===== src/rtl/stmm_pkg.sv =====
`timescale 1ns / 1ps
// Shared types and constants for the segment tree range min/max core.
// No dependencies; imported by every module of the block.
package stmm_pkg;

  localparam int unsigned MAX_POINTS = 1024;
  localparam int unsigned VAL_W      = 20;
  localparam int unsigned CNT_W      = 11;
  localparam int unsigned POS_W      = 10;
  localparam int unsigned NODE_AW    = 11;
  localparam int unsigned NODE_COUNT = 2 * MAX_POINTS;
  // Walk indices can reach 2*MAX_POINTS on an empty range at the top.
  localparam int unsigned WALK_W     = NODE_AW + 1;

  localparam logic [VAL_W-1:0] EMPTY_MIN = VAL_W'(1000000);

  localparam logic [1:0] MODE_WRITE = 2'd0;
  localparam logic [1:0] MODE_BUILD = 2'd1;
  localparam logic [1:0] MODE_QUERY = 2'd2;

  typedef struct packed {
    logic [VAL_W-1:0] hi;
    logic [VAL_W-1:0] lo;
  } node_t;

  // Neutral element of the combine: leaves max and min untouched.
  localparam node_t NODE_IDENT = '{hi: '0, lo: '1};
  localparam node_t NODE_EMPTY = '{hi: '0, lo: EMPTY_MIN};

  typedef struct packed {
    logic use_a;
    logic use_b;
  } unit_en_t;

  typedef enum logic [2:0] {
    ST_IDLE,
    ST_BLD_RD,
    ST_BLD_WR,
    ST_QRY_RUN,
    ST_QRY_END
  } stmm_state_e;

endpackage


===== src/rtl/stmm_minmax_unit.sv =====
`timescale 1ns / 1ps
// Shared combine unit: folds up to two node words into an accumulator,
// max on the hi half and min on the lo half. Depends on stmm_pkg.
module stmm_minmax_unit
  import stmm_pkg::*;
(
  input  node_t    acc_i,
  input  node_t    a_i,
  input  node_t    b_i,
  input  unit_en_t en_i,
  output node_t    res_o
);

  node_t a_m;
  node_t b_m;
  node_t ab;

  // Replace unused operands with the neutral element.
  assign a_m = en_i.use_a ? a_i : NODE_IDENT;
  assign b_m = en_i.use_b ? b_i : NODE_IDENT;

  assign ab.hi    = (a_m.hi > b_m.hi) ? a_m.hi : b_m.hi;
  assign ab.lo    = (a_m.lo < b_m.lo) ? a_m.lo : b_m.lo;
  assign res_o.hi = (acc_i.hi > ab.hi) ? acc_i.hi : ab.hi;
  assign res_o.lo = (acc_i.lo < ab.lo) ? acc_i.lo : ab.lo;

endmodule


===== config.mk =====
export PLATFORM = sky130hd
export DESIGN_NAME = stmm_minmax_unit
export DESIGN_NICKNAME = d
export VERILOG_FILES = /design/src/rtl/stmm_pkg.sv /design/src/rtl/stmm_minmax_unit.sv
export SDC_FILE = /design/constraint.sdc
export NUM_CORES = 1
export LEC_CHECK = 0
export ABC_AREA = 1
export BUFFER_PORTS_ARGS = -buffer_cell sky130_fd_sc_hd__buf_2
export CORE_MARGIN = 1
export CORE_UTILIZATION = 49
export DETAILED_ROUTE_END_ITERATION = 7
export PLACE_DENSITY = 0.84
export SETUP_SLACK_MARGIN = 0.02
export SLEW_MARGIN = 20
export SYNTH_ARGS = -nofsm -noshare
export SYNTH_HDL_FRONTEND = slang
export SYNTH_SLANG_ARGS = --single-unit

===== constraint.sdc =====
create_clock -name vclk -period 4.7
set_clock_uncertainty 0.15 [all_clocks]
set_input_delay 0 -clock vclk [all_inputs]
set_output_delay 0 -clock vclk [all_outputs]
set_load 0.03 [all_outputs]

==> results.py <==
metrics = {
    "run_status": {
        "status": "complete, no violations",
    },
    "pwr": {
        "power_density_nw_per_um2": 229,
        "power.leakage_nw": 2.61,
        "max-vdd-ir-drop_uv": 172,
    },
    "min_path": {
        "hold_depth": 4,
        "hold_path.startpoint": "acc_i[39]",
        "hold_path.class": "input pin to output port",
        "whs_endpoint": "res_o[39]",
    },
    "setup_path": {
        "critical_path.max_fanout": 20,
        "cp.arrival_ns": 4.13,
        "worstPathRequired_ns": 4.55,
        "crit_path_end_kind": "output port",
        "start_kind": "input pin",
        "critPathKind": "input pin to output port",
    },
    "route": {
        "route.vias.total": 4334,
        "routed_wl_um": 9880,
        "drt-wirelength-per-cell_um": 12.1,
        "first_pass_iters": 5,
        "drc": 0,
        "ant_nets": 0,
        "routed_via_density": 5.32,
        "first_iter_violations": 171,
    },
    "sta": {
        "timing.fmax_mhz": 234,
        "whs_ns": 0.228,
        "maxSlewHeadroom": 0.691,
        "tns_ns": 0,
        "tightest_slew_ns": 0.459,
        "finalCritPeriodShare": 0.911,
        "final-setup-viol-count": 0,
        "fin_ws_ns": 0.419,
        "slew_viol_final": 0,
        "hold_violations": 0,
        "period_needed_ns": 4.28,
        "rsz0062_at_grt": "false",
    },
    "placement": {
        "dp_hpwl_um": 8610,
        "pre_cts_ws_ns": 0.202,
        "portBuffers": 162,
        "postPlaceCellArea_um2": 4090,
        "gp_congestion": 0.906,
    },
    "global_route": {
        "overflow": 0,
        "grt_pass1_vias": 4071,
        "grt_max_degree": 25,
        "antenna_found_initial": 0,
        "grt_util_all_layers": 0.279,
        "grt_first_pass_wirelength_um": 16900,
    },
    "final_layout": {
        "antenna_cells": 0,
        "layout.nets": 939,
        "final_area_um2": 4110,
        "seq_cell_count": 0,
        "mostFrequentLayoutCell": "nand2_1",
        "nFillCells": 622,
        "nClkBuffers": 0,
        "layout-drive-gt1-share": 0.274,
        "seqCellArea_um2": 0,
        "area_delta_synth_final_pct": 26.0,
        "final_cell_mix": "nand2_1 (207), buf_2 (162), ha_1 (77)",
    },
    "synth": {
        "synthesis.area_um2": 3260,
        "synth.avg_cell_area_um2": 5.53,
        "synth-seq-area-share": 0,
        "synth_cell_types": 29,
        "synthCells": 590,
        "syn_nets": 789,
        "yosys_warnings": 0,
    },
    "flow_run": {
        "max_cap_violations": 0,
    },
    "die": {
        "core-area_um2": 6390,
        "dieArea_um2": 6990,
        "die_w_um": 83.6,
        "die_h_um": 83.6,
        "pin_count": 162,
        "start_util": 0.511,
        "num_rows": 29,
    },
    "clock_network": {
        "postCtsHoldBufs": 0,
    },
}
## worst max-delay path, cell delays in order
cell        delay [ns]
buf_2             0.09
inv_1             0.20
or2_2             0.38
ha_1              0.30
nand2_1           0.07
inv_1             0.05
nand2_1           0.06
nor2_2            0.15
inv_1             0.05
nor2_1            0.10
nand2_1           0.09
nand2_2           0.12
clkinvlp_4        0.20
o21ai_0           0.29
inv_1             0.08
ha_1              0.29
a21oi_1           0.16
nor2_1            0.05
a211oi_1          0.23
o221ai_1          0.14
a21oi_1           0.27
buf_4             0.30
nand3_1           0.13
nand2_1           0.10
buf_2             0.20
## where the power goes
part,switching (mW),internal (mW),total (mW)
logic,0.632,0.310,0.942
clock network,0,0,0
registers,0,0,0
## cell type report
type                       instances  area (µm²)  area share
inverter                          69         267      0.0648
multi-input combinational        497        2870       0.697
tap                               77        96.3      0.0234
timing repair buffer             171         878       0.214
timing repair inverter             1        5.00     0.00122
## kinds of logic (layout without fill, tap and decap cells)
family          count (synthesis)  in the layout  share of synthesized area
compound gates                105            105                      0.169
buf+inv                        93            241                      0.123
fa+ha+maj                      77             77                      0.295
simple gates                  315            315                      0.412
## synthesized netlist by cell type (4+ instances only)
master | number | share of area
nand3_1 | 31 | 0.048
o21ai_0 | 27 | 0.041
nand2_1 | 207 | 0.24
inv_1 | 68 | 0.078
or2_2 | 19 | 0.036
nor2_1 | 38 | 0.044
buf_6 | 5 | 0.017
o21ai_1 | 38 | 0.058
nand4_1 | 6 | 0.012
a21oi_1 | 31 | 0.048
ha_1 | 77 | 0.30
buf_2 | 4 | 0.0061
clkbuf_1 | 11 | 0.013
## routing by layer
metal  vias to the layer above  part of all wire  GRT usage  routed length [µm]
li1                       2232                 -          -                   -
met1                      1884              0.42      0.346                4120
met2                       189              0.49      0.521                4840
met3                        29             0.065    0.00989                 643
met4                         0             0.028     0.0770                 272
met5                         -                 0          0                   0
## through the flow
step	std cells	utilization	power (mW)
global placement	814	0.641	0.907
CTS	814	0.641	0.935
finish	815	0.644	0.942
global route	815	0.644	1.05
detailed placement	814	0.641	0.931
floorplan	590	-	0.682
## timing repair
| action | 4_1_cts | 5_1_grt |
|---|---|---|
| endpoints found under the setup margin | 0 | 20 |
| gates resized for setup | 0 | 4 |
| setup buffers | 0 | 0 |
## worst max-delay path by stage
stage	from	cells after the start	slack [ns]	endpoint
4_1_cts	en_i[0]	26	0.20	res_o[19]
3_3_place_gp	en_i[1]	25	0.40	res_o[19]
5_1_grt	en_i[0]	24	0.03	res_o[37]
6_report	en_i[1]	25	0.42	res_o[1]
2_1_floorplan	en_i[0]	27	0.70	res_o[38]
3_5_place_dp	en_i[0]	26	0.20	res_o[19]
No activity file was read; power rests on OpenSTA's default activity.
